[config.mk]
export PLATFORM = sky130hd
export DESIGN_NAME = at_command_led_parser_unit
export DESIGN_NICKNAME = d
export VERILOG_FILES = /design/src/rtl/aclp_pkg.sv /design/src/rtl/aclp_matcher.sv /design/src/rtl/at_command_led_parser_unit.sv
export VERILOG_INCLUDE_DIRS = /design/src /design/src/rtl
export SDC_FILE = /design/constraint.sdc
export NUM_CORES = 1
export LEC_CHECK = 0
export BUFFER_PORTS_ARGS = -buffer_cell sky130_fd_sc_hd__buf_4
export CORE_MARGIN = 5
export CORE_UTILIZATION = 50
export CTS_BUF_LIST = sky130_fd_sc_hd__clkbuf_8
export CTS_CLUSTER_DIAMETER = 200
export CTS_CLUSTER_SIZE = 40
export DETAILED_ROUTE_END_ITERATION = 16
export MAX_ROUTING_LAYER = met4
export PLACE_DENSITY = 0.69
export SYNTH_ARGS = -nofsm -noshare
export SYNTH_HDL_FRONTEND = slang
export SYNTH_HIERARCHICAL = 1
export SYNTH_SLANG_ARGS = --single-unit
[constraint.sdc]
create_clock -name clk -period 2.1 [get_ports clk]
set_input_delay 0.42 -clock clk [delete_from_list [all_inputs] [get_ports clk]]
set_output_delay 0.42 -clock clk [all_outputs]
set_load 0.05 [all_outputs]
[src/rtl/assert_macros.svh]
// Assertion macros shared by the RTL of the command parser.
// Depends on nothing; included by modules that carry assertions.
`ifndef ASSERT_MACROS_SVH
`define ASSERT_MACROS_SVH

// Same-cycle implication, disabled while reset is asserted.
`define AP_IMPLY(lbl, clk_s, rst_n_s, ante, cons) \
	lbl: assert property (@(posedge clk_s) disable iff (!rst_n_s) (ante) |-> (cons)) \
		else $error("same-cycle implication failed");

// Next-cycle implication, disabled while reset is asserted.
`define AP_NEXT(lbl, clk_s, rst_n_s, ante, cons) \
	lbl: assert property (@(posedge clk_s) disable iff (!rst_n_s) (ante) |=> (cons)) \
		else $error("next-cycle implication failed");

`endif

[src/rtl/aclp_pkg.sv]
// Package of the command parser: byte codes, the command table, lamp masks,
// the control state type and the matcher control struct. Depends on nothing.
package aclp_pkg;

	// Default text buffer depth in bytes.
	localparam int DEFAULT_BUFFER_DEPTH = 32;

	localparam int BYTE_W    = 8;
	localparam int CODE_W    = 4;
	localparam int LAMP_W    = 3;
	localparam int POS_W     = 3;
	localparam int NUM_CMDS  = 10;
	localparam int CMD_IDX_W = 4;

	localparam logic [BYTE_W-1:0] BYTE_START = 8'h41;
	localparam logic [BYTE_W-1:0] BYTE_END   = 8'h2A;
	localparam logic [BYTE_W-1:0] BYTE_NUL   = 8'h00;

	localparam logic [CODE_W-1:0] CODE_NONE = 4'd0;

	localparam logic [LAMP_W-1:0] LAMP_OFF   = 3'b000;
	localparam logic [LAMP_W-1:0] LAMP_RED   = 3'b001;
	localparam logic [LAMP_W-1:0] LAMP_BLUE  = 3'b010;
	localparam logic [LAMP_W-1:0] LAMP_GREEN = 3'b100;

	// Saturated position: positions at or beyond this value all read as it.
	localparam logic [POS_W-1:0] POS_SAT = 3'd7;

	// Command texts, first character in the top byte, short ones padded with NUL.
	localparam logic [6*BYTE_W-1:0] CMD_TEXT [NUM_CMDS] = '{
		"AT+R=1", "AT+R=0", "AT+G=1", "AT+G=0", "AT+P=1",
		"AT+P=0", "AT+Y=1", "AT+Y=0", {"AT+ON", 8'h00}, "AT+OFF"
	};

	localparam logic [POS_W-1:0] CMD_LEN [NUM_CMDS] = '{
		3'd6, 3'd6, 3'd6, 3'd6, 3'd6, 3'd6, 3'd6, 3'd6, 3'd5, 3'd6
	};

	localparam logic [LAMP_W-1:0] CMD_SET [NUM_CMDS] = '{
		LAMP_RED, LAMP_OFF, LAMP_GREEN, LAMP_OFF, LAMP_RED | LAMP_BLUE,
		LAMP_OFF, LAMP_RED | LAMP_GREEN, LAMP_OFF,
		LAMP_RED | LAMP_GREEN | LAMP_BLUE, LAMP_OFF
	};

	localparam logic [LAMP_W-1:0] CMD_CLR [NUM_CMDS] = '{
		LAMP_OFF, LAMP_RED, LAMP_OFF, LAMP_GREEN, LAMP_OFF,
		LAMP_RED | LAMP_BLUE, LAMP_OFF, LAMP_RED | LAMP_GREEN,
		LAMP_OFF, LAMP_RED | LAMP_GREEN | LAMP_BLUE
	};

	// Control states of the parser.
	typedef enum logic [1:0] {
		ST_IDLE,
		ST_COLLECT,
		ST_SCAN,
		ST_RESULT
	} aclp_state_t;

	// Control from the sequencer to the matcher.
	typedef struct packed {
		logic             clear;
		logic             step;
		logic [POS_W-1:0] pos;
	} match_ctrl_t;

	// Character of a command at a position; only valid below the command length.
	function automatic logic [BYTE_W-1:0] cmd_char(input logic [CMD_IDX_W-1:0] k,
			input logic [POS_W-1:0] p);
		logic [6*BYTE_W-1:0] t;
		t = CMD_TEXT[k] << {p, 3'b000};
		return t[6*BYTE_W-1 -: BYTE_W];
	endfunction

	// Lamp bits after a command; an unrecognized code leaves them as they are.
	function automatic logic [LAMP_W-1:0] lamp_update(input logic [LAMP_W-1:0] lamps,
			input logic [CODE_W-1:0] code);
		logic [CMD_IDX_W-1:0] idx;
		idx = CMD_IDX_W'(code - 4'd1);
		if (code == CODE_NONE) begin
			return lamps;
		end
		return (lamps | CMD_SET[idx]) & ~CMD_CLR[idx];
	endfunction

endpackage

[src/rtl/aclp_matcher.sv]
// Command matcher: tracks which of the fixed commands still agree with the
// characters seen so far and yields the code of the match. Depends on aclp_pkg.
module aclp_matcher
	import aclp_pkg::*;
(
	input  logic              clk,
	input  logic              arst_n,
	input  match_ctrl_t       ctrl,
	input  logic [BYTE_W-1:0] rd_byte,
	output logic [CODE_W-1:0] code
);

	logic [NUM_CMDS-1:0] alive_q;
	logic [NUM_CMDS-1:0] alive_d;
	logic [POS_W-1:0]    len_q;

	// A command drops out on a differing character or once the text outruns it.
	always_comb begin
		alive_d = alive_q;
		for (int k = 0; k < NUM_CMDS; k++) begin
			if (ctrl.pos >= CMD_LEN[k] ||
					rd_byte != cmd_char(CMD_IDX_W'(k), ctrl.pos)) begin
				alive_d[k] = 1'b0;
			end
		end
	end

	// Candidate flags and the saturated text length.
	always_ff @(posedge clk or negedge arst_n) begin
		if (!arst_n) begin
			alive_q <= '1;
			len_q   <= '0;
		end else if (ctrl.clear) begin
			alive_q <= '1;
			len_q   <= '0;
		end else if (ctrl.step) begin
			alive_q <= alive_d;
			len_q   <= (ctrl.pos == POS_SAT) ? POS_SAT : ctrl.pos + 3'd1;
		end
	end

	// The lowest-numbered command of exactly the text length wins.
	always_comb begin
		code = CODE_NONE;
		for (int k = NUM_CMDS - 1; k >= 0; k--) begin
			if (alive_q[k] && len_q == CMD_LEN[k]) begin
				code = CODE_W'(k + 1);
			end
		end
	end

endmodule

[src/rtl/at_command_led_parser_unit.sv]
// Command parser top level: byte buffer memory, scan sequencer and lamp state.
// Depends on aclp_pkg, aclp_matcher and assert_macros.svh.
//
// Usage. Each input request carries one received byte on rx_byte. While idle,
// only 'A' is taken as a command start; other bytes are accepted and dropped.
// Bytes up to '*' are written to the buffer memory, one per request; once
// BUFFER_DEPTH-1 bytes are held, further bytes are dropped. A '*' ends the
// command and gives exactly one output request with command_code (0 when
// unrecognized) and lamp_state after the command. Before it, the scan reads
// the stored bytes up to the first zero byte (at most BUFFER_DEPTH-1) from
// the buffer memory, one byte per cycle through its single registered read
// port. in_stall is high during the scan and result cycles, so one command is
// parsed at a time; between commands, bytes are taken one per cycle. The
// result sits in an output register; if out_stall holds it, the next command
// still collects and waits only at its own result cycle. Reset clears the
// control state, the lamps and the output valid; the buffer memory is not
// cleared, since only bytes written by the current command are ever read.
module at_command_led_parser_unit
	import aclp_pkg::*;
#(
	parameter int BUFFER_DEPTH = DEFAULT_BUFFER_DEPTH
) (
	input  logic              clk,
	input  logic              arst_n,
	input  logic              in_valid,
	output logic              in_stall,
	input  logic [BYTE_W-1:0] rx_byte,
	output logic              out_valid,
	input  logic              out_stall,
	output logic [CODE_W-1:0] command_code,
	output logic [LAMP_W-1:0] lamp_state
);

	`include "assert_macros.svh"

	localparam int PTR_W = $clog2(BUFFER_DEPTH);
	localparam logic [PTR_W-1:0] FILL_MAX = PTR_W'(BUFFER_DEPTH - 1);

	aclp_state_t state_q, state_d;

	logic [BYTE_W-1:0] mem_q [BUFFER_DEPTH];
	logic [PTR_W-1:0]  fill_q;
	logic [PTR_W-1:0]  rd_ptr_q;
	logic [BYTE_W-1:0] rd_data_s1;
	logic              rd_vld_s1;
	logic [POS_W-1:0]  pos_s1;
	logic [LAMP_W-1:0] lamps_q;
	logic              out_valid_q;
	logic [CODE_W-1:0] command_code_q;
	logic [LAMP_W-1:0] lamp_state_q;

	logic              in_acc;
	logic              is_start;
	logic              is_end;
	logic              wr_en;
	logic [PTR_W-1:0]  wr_addr;
	logic              issue;
	logic              stop;
	logic              load;
	logic [POS_W-1:0]  pos_sat;
	logic [CODE_W-1:0] match_code;
	logic [LAMP_W-1:0] lamps_next;
	logic              res_held;
	match_ctrl_t       mctrl;

	assign in_acc   = in_valid && !in_stall;
	assign is_start = (rx_byte == BYTE_START);
	assign is_end   = (rx_byte == BYTE_END);
	assign stop     = rd_vld_s1 && (rd_data_s1 == BYTE_NUL);
	assign pos_sat  = (rd_ptr_q > PTR_W'(POS_SAT)) ? POS_SAT : rd_ptr_q[POS_W-1:0];

	// Next state of the sequencer.
	always_comb begin
		state_d = state_q;
		unique case (state_q)
			ST_IDLE: begin
				if (in_acc && is_start) begin
					state_d = ST_COLLECT;
				end
			end
			ST_COLLECT: begin
				if (in_acc && is_end) begin
					state_d = ST_SCAN;
				end
			end
			ST_SCAN: begin
				if (stop || (!issue && !rd_vld_s1)) begin
					state_d = ST_RESULT;
				end
			end
			ST_RESULT: begin
				if (load) begin
					state_d = ST_IDLE;
				end
			end
			default: begin
				state_d = ST_IDLE;
			end
		endcase
	end

	// Sequencer outputs. Writes happen only while idle or collecting and reads
	// only while scanning, so the memory never sees both on one entry at once.
	// The input is never stalled while idle or collecting, so a valid byte
	// there is always accepted.
	always_comb begin
		in_stall    = 1'b0;
		wr_en       = 1'b0;
		wr_addr     = fill_q;
		issue       = 1'b0;
		load        = 1'b0;
		mctrl.clear = 1'b0;
		mctrl.step  = 1'b0;
		mctrl.pos   = pos_s1;
		unique case (state_q)
			ST_IDLE: begin
				wr_en   = in_valid && is_start;
				wr_addr = '0;
			end
			ST_COLLECT: begin
				wr_en       = in_valid && !is_end && (fill_q != FILL_MAX);
				mctrl.clear = in_valid && is_end;
			end
			ST_SCAN: begin
				in_stall   = 1'b1;
				issue      = (rd_ptr_q != fill_q);
				mctrl.step = rd_vld_s1 && !stop;
			end
			ST_RESULT: begin
				in_stall = 1'b1;
				load     = !out_valid_q || !out_stall;
			end
			default: begin
				in_stall = 1'b1;
			end
		endcase
	end

	// Buffer memory: one write port, one registered read port.
	always_ff @(posedge clk) begin
		if (wr_en) begin
			mem_q[wr_addr] <= rx_byte;
		end
		if (issue) begin
			rd_data_s1 <= mem_q[rd_ptr_q];
		end
	end

	// Position of the byte in the read stage, saturated for the matcher.
	always_ff @(posedge clk) begin
		if (issue) begin
			pos_s1 <= pos_sat;
		end
	end

	// Control registers.
	always_ff @(posedge clk or negedge arst_n) begin
		if (!arst_n) begin
			state_q   <= ST_IDLE;
			fill_q    <= '0;
			rd_ptr_q  <= '0;
			rd_vld_s1 <= 1'b0;
		end else begin
			state_q   <= state_d;
			rd_vld_s1 <= issue && !stop;
			if (wr_en) begin
				fill_q <= wr_addr + PTR_W'(1);
			end
			if (mctrl.clear) begin
				rd_ptr_q <= '0;
			end else if (issue) begin
				rd_ptr_q <= rd_ptr_q + PTR_W'(1);
			end
		end
	end

	aclp_matcher u_matcher (
		.clk     (clk),
		.arst_n  (arst_n),
		.ctrl    (mctrl),
		.rd_byte (rd_data_s1),
		.code    (match_code)
	);

	assign lamps_next = lamp_update(lamps_q, match_code);

	// Lamp state and the output register.
	always_ff @(posedge clk or negedge arst_n) begin
		if (!arst_n) begin
			lamps_q     <= LAMP_OFF;
			out_valid_q <= 1'b0;
		end else if (load) begin
			lamps_q     <= lamps_next;
			out_valid_q <= 1'b1;
		end else if (!out_stall) begin
			out_valid_q <= 1'b0;
		end
	end

	always_ff @(posedge clk) begin
		if (load) begin
			command_code_q <= match_code;
			lamp_state_q   <= lamps_next;
		end
	end

	assign out_valid    = out_valid_q;
	assign command_code = command_code_q;
	assign lamp_state   = lamp_state_q;

	// A result is waiting in the output register at the result cycle.
	assign res_held = (state_q == ST_RESULT) && out_valid_q;

	// A terminator while collecting always starts the scan.
	`AP_NEXT(a_end_starts_scan, clk, arst_n, in_acc && state_q == ST_COLLECT && is_end, state_q == ST_SCAN)
	// Read data is only in flight during the scan.
	`AP_IMPLY(a_read_in_scan, clk, arst_n, rd_vld_s1, state_q == ST_SCAN)
	// A held result is never overwritten by the next command.
	`AP_NEXT(a_result_waits, clk, arst_n, res_held && out_stall, res_held)
	// An unrecognized command leaves the lamps as they were.
	`AP_NEXT(a_none_keeps_lamps, clk, arst_n, load && match_code == CODE_NONE, lamp_state == $past(lamps_q))

endmodule

== After elaboration in Yosys (flattened, before gate mapping) ==
Memory sizes are Yosys's and may differ from the RTL's. A register that Yosys moved wholly into a read port is not among the register bits.
Index checks and enable logic that the tools add are counted.
Word-level totals
  bits in writable memories: 256
  bits in registers: 40
  memories: 3
  memory bits (read-only): 96
  input bits: 12
Cells by class
  eq/ne operators: 25
  mux-type cells: 50
  shift-type cells: 10
  bitwise logic cells: 4
  add/sub/neg operators: 4
  magnitude comparators: 4
  reductions and logical operators: 67
Memory list
  mem_q: words 32, width 8, rd ports 1, clocked after memory_dff 1, wr ports 1, line at_command_led_parser_unit.sv:41  | logic [BYTE_W-1:0] mem_q [BUFFER_DEPTH];
  (name not given): words 16, width 3, rd ports 1, clocked after memory_dff 0, wr ports 0, line aclp_pkg.sv:82  | return (lamps | CMD_SET[idx]) & ~CMD_CLR[idx];
  (name not given): words 16, width 3, rd ports 1, clocked after memory_dff 0, wr ports 0, line aclp_pkg.sv:82
Operators by type and width (count)
  << shifter 47 x 6 -> 48 bit (first input constant): 10
  inequality test 8 bit: 10
  two-way mux 4 bit: 10
  two-way mux 3 bit: 9
  nonzero test 2 bit: 12
  logical AND 1 bit: 21
  two-way mux 1 bit: 20
  two-way mux 10 bit: 2
  AND reduction 2 bit: 10
  two-way mux 5 bit: 3
  logical OR 1 bit: 12
  adder 5 x 1 -> 5 bit (second input constant): 2
  == test 3 bit (second input constant): 3
  == test 8 x 6 -> 1 bit (second input constant): 1
  == test 8 x 7 -> 1 bit (second input constant): 1
  logical NOT 8 bit: 1
  two-way mux 2 bit: 4
  inequality test 2 bit (second input constant): 4
  one-hot mux 2 bit (4 select lines): 1
  logical NOT 1 bit: 7
  greater-or-equal comparator 3 bit (second input constant): 2
  greater-or-equal comparator 5 bit (second input constant): 1
  greater-than comparator 5 x 3 -> 1 bit (second input constant): 1
  inequality test 5 bit: 1
  other kinds (15): 16

== Longest topological paths before layout ==
Gate-level depths: netlist of run 1.
  word-level depth: 20
  depth in mapped cells: 9
  mapped depth without buffers: 8

== Cells and area by module ==
The synthesis of run 1 kept the hierarchy.
Modules (own cells, without submodules)
  at_command_led_parser_unit: cells each 614, area each 11663.7 µm², instances 1
  aclp_matcher: cells each 171, area each 1416.4 µm², instances 1

== Worst setup path after synthesis of run 1 ==
No wires, ideal clock.
  path type: input-to-reg
  from: input rx_byte[2]
  to: memory mem_q[10][0], enable pin
  setup slack: -0.289 ns
  arrival time: 2.018 ns
  cell stages on the path: 5
  cell sequence: or3_1 nor4bb_1 a32o_2 nand3_1 nor2_1
Between the ends
  cells in the longest elaborated chain, start to end: 7
  elaborated cells between the ends (all ways): 9
  classes of those cells: eq/ne (2); mux (3); reduce/logical (4)
Ends and longest elaborated chain
  start: declaration: line at_command_led_parser_unit.sv:27  | input logic [BYTE_W-1:0] rx_byte,
  == test 8 x 6 -> 1 bit: line at_command_led_parser_unit.sv:68  | assign is_end = (rx_byte == BYTE_END);
  logical NOT 1 bit: line at_command_led_parser_unit.sv:121  | wr_en = in_valid && !is_end && (fill_q != FILL_MAX);
  logical AND 1 bit (2 in a row): line at_command_led_parser_unit.sv:121
  one-hot mux 1 bit (2 select lines) (*): line at_command_led_parser_unit.sv:115  | unique case (state_q)
  two-way mux 1 bit (*): line at_command_led_parser_unit.sv:141  | if (wr_en) begin
  two-way mux 1 bit (implied by the code) (*): line at_command_led_parser_unit.sv:142  | mem_q[wr_addr] <= rx_byte;
  end: declaration: line at_command_led_parser_unit.sv:41
Every way passes the cells marked *; elsewhere a longest branch is shown, timed or not.

== Final worst setup path of run 1 ==
  from: register rd_ptr_q[1]
  to: register rd_data_s1[0], read port of mem_q, data pin
Between the ends
  cells in the longest elaborated chain, start to end: 2
Ends and longest elaborated chain
  start: declaration: line at_command_led_parser_unit.sv:43  | logic [PTR_W-1:0] rd_ptr_q;
  start signal: assignment: line at_command_led_parser_unit.sv:172  | rd_ptr_q <= rd_ptr_q + PTR_W'(1);
  inequality test 5 bit: line at_command_led_parser_unit.sv:126  | issue = (rd_ptr_q != fill_q);
  two-way mux 1 bit: line at_command_led_parser_unit.sv:115
  end: declaration: line at_command_led_parser_unit.sv:44  | logic [BYTE_W-1:0] rd_data_s1;
Several ways; a longest one is shown, not always the timed one.
A chain may end at the register's enable or synchronous reset.

==> results.yml, run 1 <==
synth:
  yosysWarnings: 6
  synth-seq-cells: 304
  ys.flop_type: "edfxtp_1"
  synth_edf_count: 274
  synth_area_per_cell_um2: 16.7
  synth_seq_area_share_pct: 68.7
  syn_nets: 815
  syn_area_mm2: 0.0131
  ys_types: 67
  synthArstFlopShare_pct: 9.87
  synthCells: 785
clock_tree:
  ctsRootBufferMaster: "clkbuf_8"
  htreeDepth: 1
  cts-buffers-inserted: 11
  clock_path_buffers: 3
  tritoncts: "yes"
  worstSkewPairLatency_ns: 0.56
  cts.clk_slew.worst_paths_ns: 0.22
  cts_sinks: 304
floorplanning:
  die_area_mm2: 0.0295
  die_x_um: 172
  start_util_pct: 50.5
  ios: 21
  core-area_mm2: 0.0259
  rows: 59
  die_y_um: 172
drt:
  postRouteAntennaNets: 0
  wl_per_cell_um: 24.9
  drt_iter0_drc: 843
  vias: 7556
  finalWirelength_mm: 31.0
  drc: 0
  first_pass_iters: 5
  vias_per_cell: 6.07
place:
  io_buffers: 20
  dpl_cell_area_mm2: 0.0144
  finalWeightedCongestion: 0.898
  hpwl_mm: 21.2
  place_ws_ns: -0.594
critical_path:
  start_kind: "flop"
  path_class: "flop to flop"
  worst_r2r_startpoint: "rd_ptr_q[1]"
  worstPathMaxFanout: 7
  cp-end-kind: "flop"
  required_ns: 2.46
  r2r_cells: 7
  worstPathArrival_ns: 2.59
  crit_start: "rd_ptr_q[1]"
  r2r_slack_ns: -0.13
  timing.rr.end: "rd_data_s1[0]"
outcome:
  violations: "negative setup slack"
  status: "finished, violations left"
timing:
  final-setup-viol-count: 24
  max_freq_ghz: 0.448
  fin_ws_ns: -0.131
  relSlewSlack_pct: 60.9
  final-hold-violation-count: 0
  report.final.slew_viol_count: 0
  finalCriticalPeriod_ns: 2.23
  rsz0062_at_grt: "true"
  fin_skew_ns: 0.0345
  timing.final.crit_share_pct: 106
  worst_slew_pin_slew_ns: 0.587
min_path:
  hold_depth: 1
  hold_start: "rx_byte[5]"
  hold_end: "mem_q[4][5]"
  hold_path_class: "primary input to flop"
pwr:
  power.switching_mw: 7.00
  comb_power_share_pct: 48.8
  vdd_drop_max_uv: 1030
  seq_power_share_pct: 40.2
  p_leak_nw: 5.18
  p_per_area_mw_per_mm2: 1250
  internal-power_mw: 12.4
  power_frac_clock_pct: 11.0
  swShare_pct: 36.1
layout:
  antenna_cells: 0
  seqCellArea_mm2: 0.00900
  multi_input_area_mm2: 0.00441
  num-nets-final: 935
  final_util_pct: 59.6
  n_fill_cell: 1893
  final_layout_size_suffix_gt1_share_pct: 38.9
  fin_area_mm2: 0.0154
  syn2layout_area_growth_pct: 18.1
global_routing:
  track_usage_pct: 21.5
  antenna_found_initial: 0
  grt_pass1_wl_mm: 46.0
  first_global_vias: 7515
  grt_max_degree: 42
  grt_overflow: 0
flow_run:
  maxCapViolCount: 0
[kinds of logic (layout without fill, tap and decap cells)]
kind of cell | Yosys count | in the layout | share of synthesized area (%)
AOI/OAI and AO/OA | 111 | 111 | 5.79
buffers and inverters | 57 | 181 | 2.10
xor gates and xnor gates | 24 | 24 | 1.61
and+or+nand+nor | 169 | 169 | 6.30
muxes | 102 | 102 | 13.7
adders and majority gates | 18 | 18 | 1.72
DFF | 304 | 304 | 68.7
[worst max path at each step]
stage | cells after the start | slack [ns] | to
floorplan | 5 | -0.22 | mem_q[22][0]
global placement | 8 | -0.53 | mem_q[22][6]
detailed placement | 8 | -0.59 | mem_q[20][4]
CTS | 7 | -0.08 | rd_data_s1[1]
global route | 7 | -0.16 | rd_data_s1[1]
finish | 7 | -0.13 | rd_data_s1[0]
[critical path: stages, from the launching register on]
cell and delay, ns:
dfrtp_4 0.60, buf_12 0.16, buf_16 0.14, buf_4 0.13
mux4_2 0.47, mux2i_1 0.23, o21ai_2 0.12, and2_4 0.17
[cells in the final DEF (no fill, tap or decap), types with 5 or more instances in the layout]
master	instances
buf_4	119
nand3_1	12
nand3_2	5
and2_1	6
edfxtp_1	274
nor3_1	7
mux2i_1	26
o41ai_2	5
nor2_4	31
mux2_4	9
buf_6	9
and2_4	5
clkbuf_8	11
xor2_1	11
dfrtp_1	17
nor2_1	28
mux4_2	61
a21oi_2	9
o211ai_1	9
o2111ai_1	6
inv_1	16
o21ai_2	10
xnor2_1	13
nand2_1	35
or3_1	8
dfstp_2	10
o21ai_0	13
buf_12	10
a21oi_1	19
ha_1	11
[power by group through the flow]
stage | combinational, mW | clock, mW | sequential, mW
2_1_floorplan | 4.92 | 0 | 7.86
3_3_place_gp | 7.41 | 0 | 7.94
3_5_place_dp | 7.64 | 0 | 7.97
4_1_cts | 8.65 | 2.17 | 7.76
5_1_grt | 10.1 | 2.39 | 7.84
6_report | 9.45 | 2.13 | 7.78
[layout make-up]
cell class | instances | area share, %
clock buffers | 11 | 0.980
clock inverters | 6 | 0.227
inverters | 17 | 0.470
multi-input cells | 424 | 28.5
flip-flops and latches | 304 | 58.2
well taps | 335 | 2.71
repair buffers | 146 | 8.77
repair inverters | 1 | 0.0486
[flip-flops by register name, summed over array words and instances, names as in the netlist]
name	cells
u_matcher/len_q	3
state_q	2
command_code	4
pos_s1	3
rd_vld_s1	1
u_matcher/alive_q	10
mem_q	256
rd_data_s1	8
rd_ptr_q	5
fill_q	5
lamp_state	3
out_valid	1
lamps_q	3
[Yosys cell counts (all sizes together), types with 4 or more instances]
cell,number,area share (%)
o2111ai,7,0.47
clkbuf,19,0.55
nor3,8,0.34
dfrtp,20,3.8
o21ai,24,0.95
o41ai,6,0.52
nand2,36,1.1
mux2i,31,2.4
and2,11,0.53
or3,8,0.38
a221oi,4,0.27
inv,15,0.43
nor2,63,1.8
dfstp,10,2.0
o31ai,6,0.34
xor2,11,0.74
edfxtp,274,63
nor2b,5,0.24
mux4,61,11
mux2,10,0.86
a21oi,28,1.1
buf,21,1.1
nand2b,5,0.24
o211ai,9,0.52
xnor2,13,0.87
ha,18,1.7
nand3,18,0.73
[metrics by stage]
step	hold WS [ns]	setup TNS [ns]	power [mW]	instances
after global routing	0.0696	-2.73	20.3	1244
after detailed placement	0.380	-149.15	15.6	1201
final	0.0955	-1.24	19.4	1244
after floorplan	0.124	-54.27	12.8	785
after global placement	0.373	-135.63	15.3	1201
after CTS	0.0702	-0.423	18.6	1228
[metal layers]
metal / global-route usage (%) / part of all wire (%) / vias to the layer above
met1: 28.4 / 39 / 3842
li1: - / - / 3327
met4: 5.84 / 3.6 / 0
met3: 2.09 / 5.7 / 54
met2: 36.4 / 51 / 333
met5: - / 0 / -
[repair_timing]
item                                    4_1_cts  5_1_grt
gates resized for setup                      73       56
buffers inserted                              7       14
endpoints found under the hold margin        20        0
cloned                                        2        3
endpoints found under the setup margin      286      216
pin swaps                                    10       22
hold buffers                                  1        0
(Power assumes the default switching activity.)
==> run 2, diff against run 1 <==
SKIP_LAST_GASP = 1   (was unset)
==> run 2 against run 1 <==
Compared with the run above: the run still ends with negative setup slack left; via count fell by 1.6%; die area did not move; maximum frequency rose by 0.43%; count of clock-buffer cells in the layout did not move; clock skew rose by 0.0015 ns; non-clock buffer count fell by 4; clock power barely moved; critical path type unchanged; critical endpoint is now rd_data_s1[7]; largest power group unchanged.
==> results.yml, run 2 (synthesis results as in run 1) <==
layout:
  num-nets-final: 931
  antenna_cells: 0
  n_fill_cell: 1903
  largest_reg_flops: 256
  final_layout_size_suffix_gt1_share_pct: 37.9
  final_common_cell: "edfxtp_1"
  seqCellArea_mm2: 0.00900
  top_regs: "mem_q x256, u_matcher/alive_q x10, rd_data_s1 x8"
  layout_common_cells: "edfxtp_1, buf_4, mux4_2, nand2_1, nor2_4"
  regMostFlops: "mem_q"
  fin_cells: 1240
  multi_input_area_mm2: 0.00437
  syn2layout_area_growth_pct: 17.2
clock_tree:
  tritoncts: "yes"
  worstSkewPairLatency_ns: 0.55
  cts_sinks: 304
  clock_path_buffers: 3
  htreeDepth: 1
  cts.clk_slew.worst_paths_ns: 0.23
  ctsRootBufferMaster: "clkbuf_8"
  cts-buffers-inserted: 11
timing:
  whs_ns: 0.0850
  relSlewSlack_pct: 61.0
  rsz0062_at_grt: "true"
  report.final.slew_viol_count: 0
  finalCriticalPeriod_ns: 2.22
  fin_ws_ns: -0.121
  max_freq_ghz: 0.450
  final-setup-viol-count: 8
  fin_skew_ns: 0.0359
  worst_slew_pin_slew_ns: 0.586
  timing.final.crit_share_pct: 106
  final-hold-violation-count: 0
floorplanning:
  ios: 21
  die_y_um: 172
  core-area_mm2: 0.0259
  start_util_pct: 50.5
  rows: 59
  die_x_um: 172
  die_area_mm2: 0.0295
global_routing:
  track_usage_pct: 21.5
  grt_max_degree: 42
  antenna_found_initial: 0
  first_global_vias: 7537
  grt_overflow: 0
  grt_pass1_wl_mm: 46.0
critical_path:
  worstPathCellList: "buf_12 -> mux4_2 -> mux2_2 -> a21oi_1 -> o21ai_2 -> and2_1"
  timing.critical_path.buf_inv: 1
  start_kind: "flop"
  required_ns: 2.45
  path_class: "flop to flop"
  cp_top_family: "multiplexers"
  cp_slowest_cell: "dfrtp_4"
  worstPathMaxFanout: 6
  max_stage_delay_ns: 0.56
  worstPathArrival_ns: 2.57
  cp-end-kind: "flop"
pwr:
  seq_power_share_pct: 40.7
  swShare_pct: 36.2
  power.switching_mw: 6.92
  comb_power_share_pct: 48.2
  vdd_drop_max_uv: 1040
  power_frac_clock_pct: 11.1
  p_per_area_mw_per_mm2: 1250
  internal-power_mw: 12.2
  total_power_mw: 19.1
  p_leak_nw: 5.13
min_path:
  hold_path_class: "primary input to flop"
drt:
  vias: 7432
  drt_iter0_drc: 757
  finalWirelength_mm: 30.8
  wl_per_cell_um: 24.8
  first_pass_iters: 5
  drc: 0
  postRouteAntennaNets: 0
  vias_per_cell: 5.99
outcome:
  violations: "negative setup slack"
  status: "finished, violations left"
place:
  hpwl_mm: 21.2
  finalWeightedCongestion: 0.898
  io_buffers: 20
  dp.cells: 1201
flow_run:
  maxCapViolCount: 0
[run 2: cell count changes in the layout (fill, tap and decap cells not counted), sizes merged]
cell,change
clkinvlp,-1
clkbuf,-1
buf,-3
clkinv,+1
[run 2: timing repair]
action / in CTS / in global routing
hold buffers: 1 / 0
resized for setup: 70 / 46
setup buffers: 7 / 11
hold endpoints to repair: 20 / 0
endpoints found under the setup margin: 286 / 217
pin swaps: 9 / 20
gates cloned: 2 / 2
[run 2: final timing paths]
kind | cells past startpoint | slack [ns] | from | end
min reg2reg | 1 | 0.53 | rd_vld_s1 | rd_vld_s1
min in group asynchronous | 2 | 0.30 | arst_n | rd_ptr_q[0]
max | 6 | -0.12 | rd_ptr_q[1] | rd_data_s1[7]
min | 1 | 0.09 | rx_byte[5] | mem_q[4][5]
max reg2reg | 6 | -0.12 | rd_ptr_q[1] | rd_data_s1[7]
max in group asynchronous | 2 | 1.48 | arst_n | u_matcher/alive_q[8]
[run 2: power by group through the flow]
stage / combinational [mW] / clock, mW / sequential [mW]
after floorplan: 4.92 / 0 / 7.86
after global placement: 7.41 / 0 / 7.94
after detailed placement: 7.64 / 0 / 7.97
after CTS: 8.63 / 2.17 / 7.75
after global routing: 9.81 / 2.39 / 7.84
final: 9.21 / 2.12 / 7.78
[run 2: metrics by stage]
stage                     worst slack (ns)  utilization [%]  cell area, µm²  setup TNS, ns
after floorplan                     -0.221                -           13200         -54.27
after global placement              -0.530             55.7           14400        -135.63
after detailed placement            -0.594             55.7           14400        -149.15
after CTS                          -0.0793             58.0           15000         -0.465
after global routing                -0.159             59.2           15300          -1.05
final                               -0.121             59.2           15300         -0.495
[run 2: cell type report]
| cell class | instances | area share [%] |
|---|---|---|
| clock buffer | 11 | 0.987 |
| clock inverter | 6 | 0.228 |
| inverter | 17 | 0.449 |
| multi-input combinational | 424 | 28.5 |
| sequential | 304 | 58.7 |
| tap | 335 | 2.73 |
| timing repair buffer | 142 | 8.37 |
| timing repair inverter | 1 | 0.0490 |
[run 2: routing by layer]
| layer | share of wire [%] | wire length, µm | GRT usage, % |
|---|---|---|---|
| met5 | 0 | 0 | - |
| met2 | 51 | 15600 | 36.4 |
| met3 | 4.8 | 1470 | 2.11 |
| met1 | 41 | 12600 | 28.2 |
| met4 | 3.7 | 1130 | 6.08 |
[run 2: worst register-to-register path: stages, from the launching register on]
cell and delay, ns:
dfrtp_4 0.56, buf_12 0.16, mux4_2 0.53, mux2_2 0.29
a21oi_1 0.18, o21ai_2 0.11, and2_1 0.17
